**src/rtl/lcbs_pkg.sv**
```systemverilog
// Shared types and constants for the blob label/statistics block.
// Holds the channel word layouts, request codes and controller/datapath
// command and status groups. No dependencies.
package lcbs_pkg;

    localparam int COORD_W = 10;
    localparam int LABEL_W = 16;
    localparam int ID_W    = 10;
    localparam int CENT_W  = 10;
    localparam int SUM_W   = 30;
    localparam int CNT_W   = 21;
    localparam int REQ_W   = 2;

    localparam logic [REQ_W-1:0] REQ_PIXEL = 2'd0;
    localparam logic [REQ_W-1:0] REQ_STATS = 2'd1;
    localparam logic [REQ_W-1:0] REQ_CLEAR = 2'd2;

    localparam int DIV_CNT_W = $clog2(CENT_W + 1);

    typedef struct packed {
        logic [REQ_W-1:0]   req_type;
        logic [LABEL_W-1:0] label;
        logic [COORD_W-1:0] pos_x;
        logic [COORD_W-1:0] pos_y;
        logic [ID_W-1:0]    blob_index;
    } in_t;

    typedef struct packed {
        logic [ID_W-1:0]   blob_id;
        logic              is_new;
        logic              overflow;
        logic [CENT_W-1:0] centroid_x;
        logic [CENT_W-1:0] centroid_y;
        logic [CNT_W-1:0]  area;
        logic              stat_valid;
    } out_t;

    typedef struct packed {
        logic capture;
        logic fetch;
        logic div_start;
        logic div_step;
        logic finish;
    } cmd_t;

    typedef struct packed {
        logic is_stats;
        logic div_last;
        logic out_free;
        logic clearing;
    } status_t;

endpackage

```
**src/rtl/lcbs_ctrl.sv**
```systemverilog
// Sequencing state machine for the blob label/statistics block.
// Issues commands to lcbs_dp and reads back its status. Uses lcbs_pkg.
module lcbs_ctrl (
    input  logic              clk,
    input  logic              rst_n,
    input  logic              in_valid,
    input  lcbs_pkg::status_t status,
    output lcbs_pkg::cmd_t    cmd,
    output logic              busy
);
    import lcbs_pkg::*;

    localparam logic [2:0] ST_IDLE  = 3'd0;
    localparam logic [2:0] ST_FETCH = 3'd1;
    localparam logic [2:0] ST_LOAD  = 3'd2;
    localparam logic [2:0] ST_DIV   = 3'd3;
    localparam logic [2:0] ST_DONE  = 3'd4;

    logic [2:0] state_reg;
    logic [2:0] state_next;

    always_comb
    begin
        state_next = state_reg;
        cmd        = '0;
        unique case (state_reg)
            ST_IDLE:
            begin
                // hold off while the label table is being zeroed
                if (in_valid && !status.clearing)
                begin
                    cmd.capture = 1'b1;
                    state_next  = ST_FETCH;
                end
            end
            ST_FETCH:
            begin
                cmd.fetch  = 1'b1;
                state_next = status.is_stats ? ST_LOAD : ST_DONE;
            end
            ST_LOAD:
            begin
                cmd.div_start = 1'b1;
                state_next    = ST_DIV;
            end
            ST_DIV:
            begin
                cmd.div_step = 1'b1;
                if (status.div_last)
                begin
                    state_next = ST_DONE;
                end
            end
            ST_DONE:
            begin
                // hold the result until the output register can take it
                if (status.out_free)
                begin
                    cmd.finish = 1'b1;
                    state_next = ST_IDLE;
                end
            end
            default:
            begin
                state_next = ST_IDLE;
            end
        endcase
    end

    always_ff @(posedge clk or negedge rst_n)
    begin
        if (!rst_n)
        begin
            state_reg <= ST_IDLE;
        end
        else
        begin
            state_reg <= state_next;
        end
    end

    assign busy = (state_reg != ST_IDLE) || status.clearing;

endmodule

```
**config.mk**
```make
export PLATFORM = sky130hd
export DESIGN_NAME = lcbs_ctrl
export DESIGN_NICKNAME = d
export VERILOG_FILES = /design/src/rtl/lcbs_pkg.sv /design/src/rtl/lcbs_ctrl.sv
export SDC_FILE = /design/constraint.sdc
export NUM_CORES = 1
export LEC_CHECK = 0
export BUFFER_PORTS_ARGS = -buffer_cell sky130_fd_sc_hd__buf_2
export CAP_MARGIN = 25
export CORE_AREA = 2 2 39 41
export CTS_BUF_LIST = sky130_fd_sc_hd__clkbuf_2 sky130_fd_sc_hd__clkbuf_4 sky130_fd_sc_hd__clkbuf_8
export DETAILED_ROUTE_END_ITERATION = 6
export DIE_AREA = 0 0 41 43
export HOLD_SLACK_MARGIN = 0.05
export PLACE_DENSITY = 0.35
export REMOVE_ABC_BUFFERS = 1
export SYNTH_ARGS = -nofsm -noshare
export SYNTH_HDL_FRONTEND = slang
export SYNTH_SLANG_ARGS = --single-unit
```
**constraint.sdc**
```tcl
create_clock -name clk -period 1.1 [get_ports clk]
set_input_delay 0.165 -clock clk [delete_from_list [all_inputs] [get_ports clk]]
set_output_delay 0.165 -clock clk [all_outputs]
set_load 0.01 [all_outputs]
```
==> results of run 1 <==
final timing paths:
check	from	end	slack (ns)	cells past startpoint
worst max-delay path	state_reg[1]$_DFFE_PN0P_	cmd[4]	-0.13	3
worst min-delay path	status[2]	state_reg[0]$_DFFE_PN0P_	0.24	4
worst max register to register	state_reg[2]$_DFFE_PN0P_	state_reg[2]$_DFFE_PN0P_	0.02	3
worst min register to register	state_reg[1]$_DFFE_PN0P_	state_reg[0]$_DFFE_PN0P_	0.63	2
max in group asynchronous	rst_n	state_reg[1]$_DFFE_PN0P_	0.73	2
min in group asynchronous	rst_n	state_reg[2]$_DFFE_PN0P_	0.25	2
routing by layer:
layer	vias to the layer above	global-route usage	routed length [um]
li1	136	-	-
met1	110	0.09385	268
met2	10	0.09375	245
met3	0	0.04712	63
met4	0	0.06000	0
met5	-	0	0
cell usage after synthesis:
cell	count
nand2_1	6
o211a_1	1
and3_1	1
nor2b_1	1
inv_1	1
a21oi_1	2
o22a_1	1
nand2b_1	2
dfrtp_1	3
nor2_1	4
nor2_2	1
buf_6	1
or2_0	1
a2bb2oi_1	1
nor3_1	2
timing repair:
action | in CTS | in global routing
setup buffers | 3 | 2
resized for setup | 5 | 4
gates cloned | 0 | 0
pin swaps | 2 | 1
endpoints found under the hold margin | 3 | 0
hold buffers | 1 | 0
endpoints found under the setup margin | 6 | 7
critical path: stages, from the launching register on:
cell and delay (ns):
dfrtp_2 0.44, nor2_4 0.13, and3_1 0.14, buf_2 0.12
per-stage QoR:
stage / hold WS, ns / cell area, um2 / utilization / power [W]
global placement: -0.03379 / 281.5 / 0.2034 / 0.0005959
global route: 0.2569 / 389.1 / 0.2812 / 0.001108
CTS: 0.2302 / 355.3 / 0.2568 / 0.0009384
detailed placement: -0.03628 / 281.5 / 0.2034 / 0.0005836
finish: 0.2399 / 389.1 / 0.2812 / 0.001020
floorplan: -0.1306 / 201.4 / - / 0.0004650
final cells by class:
class / count / area [um2]
inverters: 1 / 3.754
repair buffers: 18 / 111.4
flip-flops and latches: 3 / 78.83
well taps: 16 / 20.02
fillers: 159 / 994.7
multi-input cells: 23 / 145.1
clock buffers: 4 / 30.03
power by group:
group / internal (W) / switching, W / total, W
Sequential: 0.000169 / 0.0000989 / 0.000268
Combinational: 0.000312 / 0.000220 / 0.000532
Clock: 0.000161 / 0.0000599 / 0.000221
Total: 0.000642 / 0.000379 / 0.00102
cells by family after synthesis:
family          after synthesis  share of synthesized area
compound gates                5                     0.1765
buf+inv                       2                    0.07057
flops                         3                     0.3529
simple gates                 18                     0.4000
==> flow_summary_export.csv, run 1 <==
group,metric,value,unit
run_status,status,"complete, but fails checks",
run_status,failed_checks,"negative setup slack",
sta,layout_min_cycle_time,1.233,ns
sta,setup_tns,-0.6117,ns
worst_hold_path,hold_class,"input port to flop",
global_routing,grt_antenna_before_repair,0,
floorplanning,core,1384,um2
power,peakVddDrop,0.7691,mV
worst_setup_path,cp_max_fo,6,
place,place.gp.congestion,0.5891,
place,portBuffers,12,
finish,area_growth,82.94,%
floorplanning,die_w,41,um
routing,wire_per_inst,8.892,um
sta,tightest_slew,0.1686,ns
floorplanning,initial_utilization,0.1537,
worst_setup_path,cp_data_required_time,0.94,ns
floorplanning,rows,14,
sta,drv_slew,0,
yosys,synth.avg_cell_area,7.597,um2
finish,mostFrequentLayoutCells,"12 x buf_2, 6 x nand2_1, 4 x clkbuf_4, 4 x buf_4",
worst_setup_path,path_class,"flop to primary output",
clocking,cts_tree,"done",
yosys,synth-seq-cells,3,
yosys,synth_area,212.7,um2
clocking,cts.root.buffer_cell,"clkbuf_4",
sta,fin_skew,0.004967,ns
clocking,cts.path.max_buffers,2,
finish,largest_reg_flops,3,
clocking,cts_sinks,3,
yosys,synthTopCellsByArea,"dfrtp_1 35%, nand2_1 11%, nor2_1 7.1%",
yosys,ys_types,15,
sta,fin_ws,-0.1332,ns
finish,layout_commonest_cell,"buf_2",
worst_setup_path,end_kind,"primary output",
yosys,synthCells,28,
finish,final_nets,57,
routing,drtIter0Drc,1,
floorplanning,pin_count,13,
clocking,clkTransAtPathRegs,0.04,ns
sta,maxSlewHeadroom,0.8876,
routing,antenna_left,0,
yosys,yosys.area.top_type,"dfrtp_1",
floorplanning,die-height,43,um
global_routing,grt_util_all_layers,0.07746,
routing,num_vias,256,
global_routing,grt_pass1_wl,869,um
yosys,synth_top_cell_area_share,0.3529,
yosys,yosysWarnings,0,
worst_setup_path,critPathLaunchType,"flop",
sta,layout_worst_path_cycle_share,1.121,
finish,stdcell_count,65,
place,place_inst,55,
finish,antenna_cells,0,
routing,drc,0,
yosys,yosysSeqAreaShare,0.3529,
worst_setup_path,worstPathArrival,1.07,ns
clocking,clock_latency,0.23,ns
global_routing,grt_overflow_total,0,
routing,wirelength,578,um
place,dp_slack,0.02247,ns
sta,hold_violations,0,
sta,max_freq,810.9,MHz
routing,via_per_inst,3.938,
clocking,numCtsBuffers,3,
power,p_leak,0.2025,nW
sta,setup_viol,6,
power,powerDensity,2622,nW/um2
floorplanning,die-area,1763,um2
place,place_hpwl,397,um
sta,rsz0062_at_grt,"yes",
flow_run,maxCapViolations,0,
global_routing,grt_pass1_vias,221,
finish,layout-drive-gt1-share,0.5714,
clocking,h-tree-depth,1,
routing,dr.pass1.iters,2,
global_routing,grt_max_degree,9,
No activity file was read; power rests on OpenSTA's default activity.
==> run 2, diff against run 1 <==
REMOVE_ABC_BUFFERS = default   (was 1)
==> run 2 against run 1 <==
Net effect:
- the flow still finishes with violations (negative setup slack)
- register-to-register slack got worse by 0.05 ns
- design area increased by 7.4%
- utilization up 2.1 points
- clock power about the same
- worst hold slack gained 0.011 ns
- via count up 5.1%
- flip-flop and latch count is the same
- sequential share of layout area down 1.4 points
- total power up 7.7%
- global-route usage up 0.093 points
- fmax shrank 0.52%
- critical path type unchanged
==> flow_summary_export.csv, run 2 (synthesis results as in run 1) <==
group,metric,value,unit
routing,drtIter0Drc,0,
clocking,cts.root.buffer_cell,"clkbuf_4",
routing,drc,0,
place,dp_slack,0.01342,ns
sta,hold_violations,0,
place,place.gp.congestion,0.6353,
power,peakVddDrop,0.8976,mV
run_status,status,"complete, but fails checks",
power,powerDensity,2631,nW/um2
clocking,h-tree-depth,1,
floorplanning,pin_count,13,
flow_run,maxCapViolations,0,
finish,area_growth,96.47,%
sta,layout_min_cycle_time,1.240,ns
clocking,clock_latency,0.24,ns
floorplanning,die-height,43,um
finish,layout-drive-gt1-share,0.6538,
worst_setup_path,ff2ff_setup_slack,-0.03,ns
global_routing,grt_antenna_before_repair,0,
sta,fin_skew,0.002070,ns
worst_setup_path,end_kind,"primary output",
worst_setup_path,startpoint,"state_reg[1]$_DFFE_PN0P_",
floorplanning,initial_utilization,0.1537,
worst_setup_path,cp_max_fo,5,
routing,via_per_inst,3.956,
sta,max_freq,806.7,MHz
sta,layout_worst_path_cycle_share,1.127,
yosys,synthesis.nets,35,
finish,mostFrequentLayoutCells,"12 x buf_2, 7 x buf_4, 6 x nand2_1",
global_routing,grt_pass1_vias,245,
clocking,clkTransAtPathRegs,0.04,ns
finish,multiInputGateArea,151.4,um2
worst_hold_path,hold_class,"input port to async pin",
routing,antenna_left,0,
global_routing,grt_overflow_total,0,
floorplanning,core,1384,um2
finish,final_nets,60,
finish,post-route-util,0.3020,
sta,setup_viol,7,
global_routing,grt_pass1_wl,883,um
worst_setup_path,cp_data_required_time,0.94,ns
worst_setup_path,worstPathArrival,1.07,ns
sta,drv_slew,0,
clocking,cts.path.max_buffers,2,
floorplanning,die-area,1763,um2
sta,tightest_slew,0.1463,ns
worst_setup_path,r2r_cells,5,
finish,antenna_cells,0,
clocking,numCtsBuffers,3,
worst_setup_path,critPathLaunchType,"flop",
sta,rsz0062_at_grt,"yes",
clocking,cts_tree,"done",
finish,largest_reg_flops,3,
clocking,cts_sinks,3,
worst_setup_path,r2r-end,"state_reg[2]$_DFFE_PN0P_",
floorplanning,die_w,41,um
routing,dr.pass1.iters,1,
finish,fillCellCount,153,
worst_setup_path,path_class,"flop to primary output",
sta,maxSlewHeadroom,0.9017,
place,portBuffers,12,
routing,num_vias,269,
routing,wirelength,617,um
place,place_hpwl,397.5,um
run_status,failed_checks,"negative setup slack",
power,p_leak,0.2124,nW
sta,fin_ws,-0.1396,ns
worst_setup_path,rr_startpoint,"state_reg[0]$_DFFE_PN0P_",
finish,layout_commonest_cell,"buf_2",
global_routing,grt_max_degree,9,
sta,hold_slack,0.2506,ns
routing,wire_per_inst,9.074,um
global_routing,grt_util_all_layers,0.07839,
finish,seq_area,78.83,um2
worst_setup_path,crit_end,"cmd[4]",
floorplanning,rows,14,
[run 2: changes by cell type in the layout (fill, tap and decap cells not counted), sizes merged]
| cell | before | now |
|---|---|---|
| buf | 17 | 20 |
[run 2: metal layers]
layer / global-route usage / wire length (um) / vias up / part of all wire
li1: - / - / 140 / -
met1: 0.09032 / 280 / 118 / 0.45
met2: 0.1000 / 287 / 9 / 0.47
met3: 0.01571 / 34 / 2 / 0.055
met4: 0.1000 / 14 / 0 / 0.023
met5: 0 / 0 / - / 0
[run 2: per-stage QoR]
step / TNS, ns / cell area [um2] / std cells / power [W]
after CTS: -0.8234 / 362.8 / 63 / 0.0009669
after global routing: -1.048 / 417.9 / 68 / 0.001187
final: -0.6654 / 417.9 / 68 / 0.001099
after detailed placement: 0 / 281.5 / 55 / 0.0005921
after floorplan: 0 / 212.7 / 28 / 0.0005031
after global placement: 0 / 281.5 / 55 / 0.0005929
[run 2: area by class of cell]
cell class                      count  area share
Inverter                            1    0.008982
Clock buffer                        4     0.07186
Multi-Input combinational cell     23      0.3623
Timing Repair Buffer               21      0.3204
Sequential cell                     3      0.1886
Tap cell                           16     0.04790
[run 2: timing repair]
| action | 4_1_cts | 5_1_grt |
|---|---|---|
| setup buffers | 3 | 5 |
| setup endpoints to repair | 6 | 7 |
| pin swaps | 2 | 3 |
| resized for setup | 6 | 5 |
| hold buffers | 1 | 0 |
| endpoints found under the hold margin | 3 | 0 |
[run 2: power by group]
part	switching [W]	internal (W)
Sequential	0.000103	0.000169
Clock	0.0000621	0.000161
Combinational	0.000245	0.000360
[run 2: how the worst min path moves through the flow]
stage / from / to / cells after the start / slack (ns)
CTS: rst_n / state_reg[1]$_DFFE_PN0P_ / 2 / 0.24
detailed placement: rst_n / state_reg[0]$_DFFE_PN0P_ / 1 / -0.04
global route: rst_n / state_reg[1]$_DFFE_PN0P_ / 2 / 0.24
finish: rst_n / state_reg[1]$_DFFE_PN0P_ / 2 / 0.25
floorplan: rst_n / state_reg[0]$_DFFE_PN0P_ / 0 / -0.13
global placement: rst_n / state_reg[0]$_DFFE_PN0P_ / 1 / -0.03
[run 2: worst max-delay path: stages (launching register included)]
cell     delay (ns)
dfrtp_2        0.45
nor2_4         0.13
and3_1         0.14
buf_2          0.12
==> run 3, diff against run 2 <==
SETUP_SLACK_MARGIN = 0.1   (was default)
==> run 3 against run 2 <==
Net effect:
- routed wire length is 1.9% lower
- setup slack better by 0.0044 ns
- total power is 0.12% lower
- critical path depth stayed put
- worst hold slack stayed put
- utilization stayed put
- die area stayed put
- non-clock buffer count stayed put
- final cell count stayed put
- the run still ends with negative setup slack left
- register-to-register slack hardly changed
- clock-buffer cell count stayed put
==> flow_summary_export.csv, run 3 (synthesis results as in run 1) <==
group,metric,value,unit
run_status,status,"complete, but fails checks",
run_status,failed_checks,"negative setup slack",
yosys,synthesis.nets,35,
global_routing,grt_pass1_vias,243,
worst_hold_path,hold_class,"input port to async pin",
power,clkPwrFrac,0.203,
worst_setup_path,critPathLaunchType,"flop",
worst_setup_path,path_class,"flop to primary output",
worst_setup_path,cp_max_fo,5,
global_routing,grt_pass1_wl,890,um
place,portBuffers,12,
worst_setup_path,crit_path_top_delay_cell,"dfrtp_2",
place,dp_slack,0.01342,ns
sta,maxSlewHeadroom,0.9017,
clocking,clock_latency,0.24,ns
clocking,cts.path.max_buffers,2,
finish,largest_reg_flops,3,
finish,layout-drive-gt1-share,0.6538,
global_routing,grt_max_degree,9,
clocking,cts_tree,"done",
sta,layout_worst_path_cycle_share,1.123,
finish,mostFrequentLayoutCells,"12 x buf_2, 7 x buf_4, 6 x nand2_1",
floorplanning,pin_count,13,
routing,via_per_inst,3.985,
clocking,numCtsBuffers,3,
routing,drtIter0Drc,0,
finish,final_nets,60,
floorplanning,die_w,41,um
worst_setup_path,cp_data_required_time,0.94,ns
sta,max_freq,809.6,MHz
routing,drc,0,
power,power.switching,0.0004088,W
worst_setup_path,crit_path_max_incr_delay,0.44,ns
place,place.gp.congestion,0.6353,
clocking,cts_sinks,3,
clocking,cts.root.buffer_cell,"clkbuf_4",
sta,layout_min_cycle_time,1.235,ns
power,p_comb_frac,0.550,
place,place_hpwl,397.5,um
global_routing,grt_overflow_total,0,
power,pwr-share-seq,0.247,
routing,num_vias,271,
flow_run,maxCapViolations,0,
clocking,h-tree-depth,1,
routing,wire_per_inst,8.897,um
sta,hold_violations,0,
power,power.internal,0.0006893,W
sta,hold_slack,0.2506,ns
sta,tightest_slew,0.1463,ns
worst_setup_path,end_kind,"primary output",
finish,fin_area,417.9,um2
global_routing,grt_util_all_layers,0.07940,
sta,rsz0062_at_grt,"yes",
worst_setup_path,worstPathArrival,1.07,ns
finish,area_growth,96.47,%
sta,drv_slew,0,
power,powerDensity,2627,nW/um2
power,peakVddDrop,0.9052,mV
floorplanning,die-height,43,um
sta,setup_viol,7,
power,switching_share,0.3723,
routing,antenna_left,0,
routing,wirelength,605,um
floorplanning,die-area,1763,um2
global_routing,grt_antenna_before_repair,0,
sta,fin_skew,0.002070,ns
power,p_leak,0.2124,nW
floorplanning,initial_utilization,0.1537,
sta,fin_ws,-0.1352,ns
finish,antenna_cells,0,
floorplanning,core,1384,um2
clocking,clkTransAtPathRegs,0.04,ns
finish,layout_commonest_cell,"buf_2",
floorplanning,rows,14,
worst_setup_path,worstPathCellList,"nor2_4, and3_1, buf_2",
routing,dr.pass1.iters,1,
place,place_area,281.5,um2
## run 3: cell counts in the layout (fill, tap and decap cells not counted)
Identical to the previous run, type by type.
## run 3: power groups by stage
stage	Combinational (W)	Clock, W	Sequential, W
2_1_floorplan	0.000290	0	0.000213
3_3_place_gp	0.000334	0	0.000259
3_5_place_dp	0.000332	0	0.000260
4_1_cts	0.000453	0.000233	0.000281
5_1_grt	0.000662	0.000248	0.000276
6_report	0.000604	0.000223	0.000271
## run 3: timing repair
action,in CTS,in global routing
setup buffers,3,5
pin swaps,2,3
setup endpoints to repair,7,7
hold buffers,1,0
hold endpoints to repair,3,0
resized for setup,6,5
## run 3: path summary, 6_finish.rpt
path | startpoint | endpoint | slack, ns | cells after the start
max | state_reg[1]$_DFFE_PN0P_ | cmd[4] | -0.14 | 3
min | rst_n | state_reg[1]$_DFFE_PN0P_ | 0.25 | 2
max reg2reg | state_reg[0]$_DFFE_PN0P_ | state_reg[2]$_DFFE_PN0P_ | -0.03 | 5
min reg2reg | state_reg[2]$_DFFE_PN0P_ | state_reg[0]$_DFFE_PN0P_ | 0.53 | 1
max in group asynchronous | rst_n | state_reg[2]$_DFFE_PN0P_ | 0.73 | 2
min in group clk | status[2] | state_reg[0]$_DFFE_PN0P_ | 0.26 | 4
## run 3: critical path: cells and delay by family, from the launching register on
family                 cells  cell delay, ns
and+or+nand+nor            2            0.27
DFF                        1            0.44
buffers and inverters      1            0.12
## run 3: metal layers
layer / GRT usage / up-vias / part of all wire
met5: 0 / - / 0
met4: 0.1000 / 0 / 0.023
met3: 0.01571 / 2 / 0.056
met2: 0.1031 / 9 / 0.46
met1: 0.09032 / 120 / 0.45
li1: - / 140 / -
## run 3: area by class of cell
cell class / count / area (um2)
Multi-Input combinational cell: 23 / 151.4
Tap cell: 16 / 20.02
Clock buffer: 4 / 30.03
Timing Repair Buffer: 21 / 133.9
Inverter: 1 / 3.754
Fill cell: 154 / 965.9
Sequential cell: 3 / 78.83
## run 3: stage by stage
step / setup TNS, ns / power [W] / utilization / std cells
finish: -0.6520 / 0.001098 / 0.3020 / 68
detailed placement: 0 / 0.0005921 / 0.2034 / 55
global route: -1.035 / 0.001186 / 0.3020 / 68
global placement: 0 / 0.0005929 / 0.2034 / 55
CTS: -0.8234 / 0.0009669 / 0.2622 / 63
floorplan: 0 / 0.0005031 / - / 28
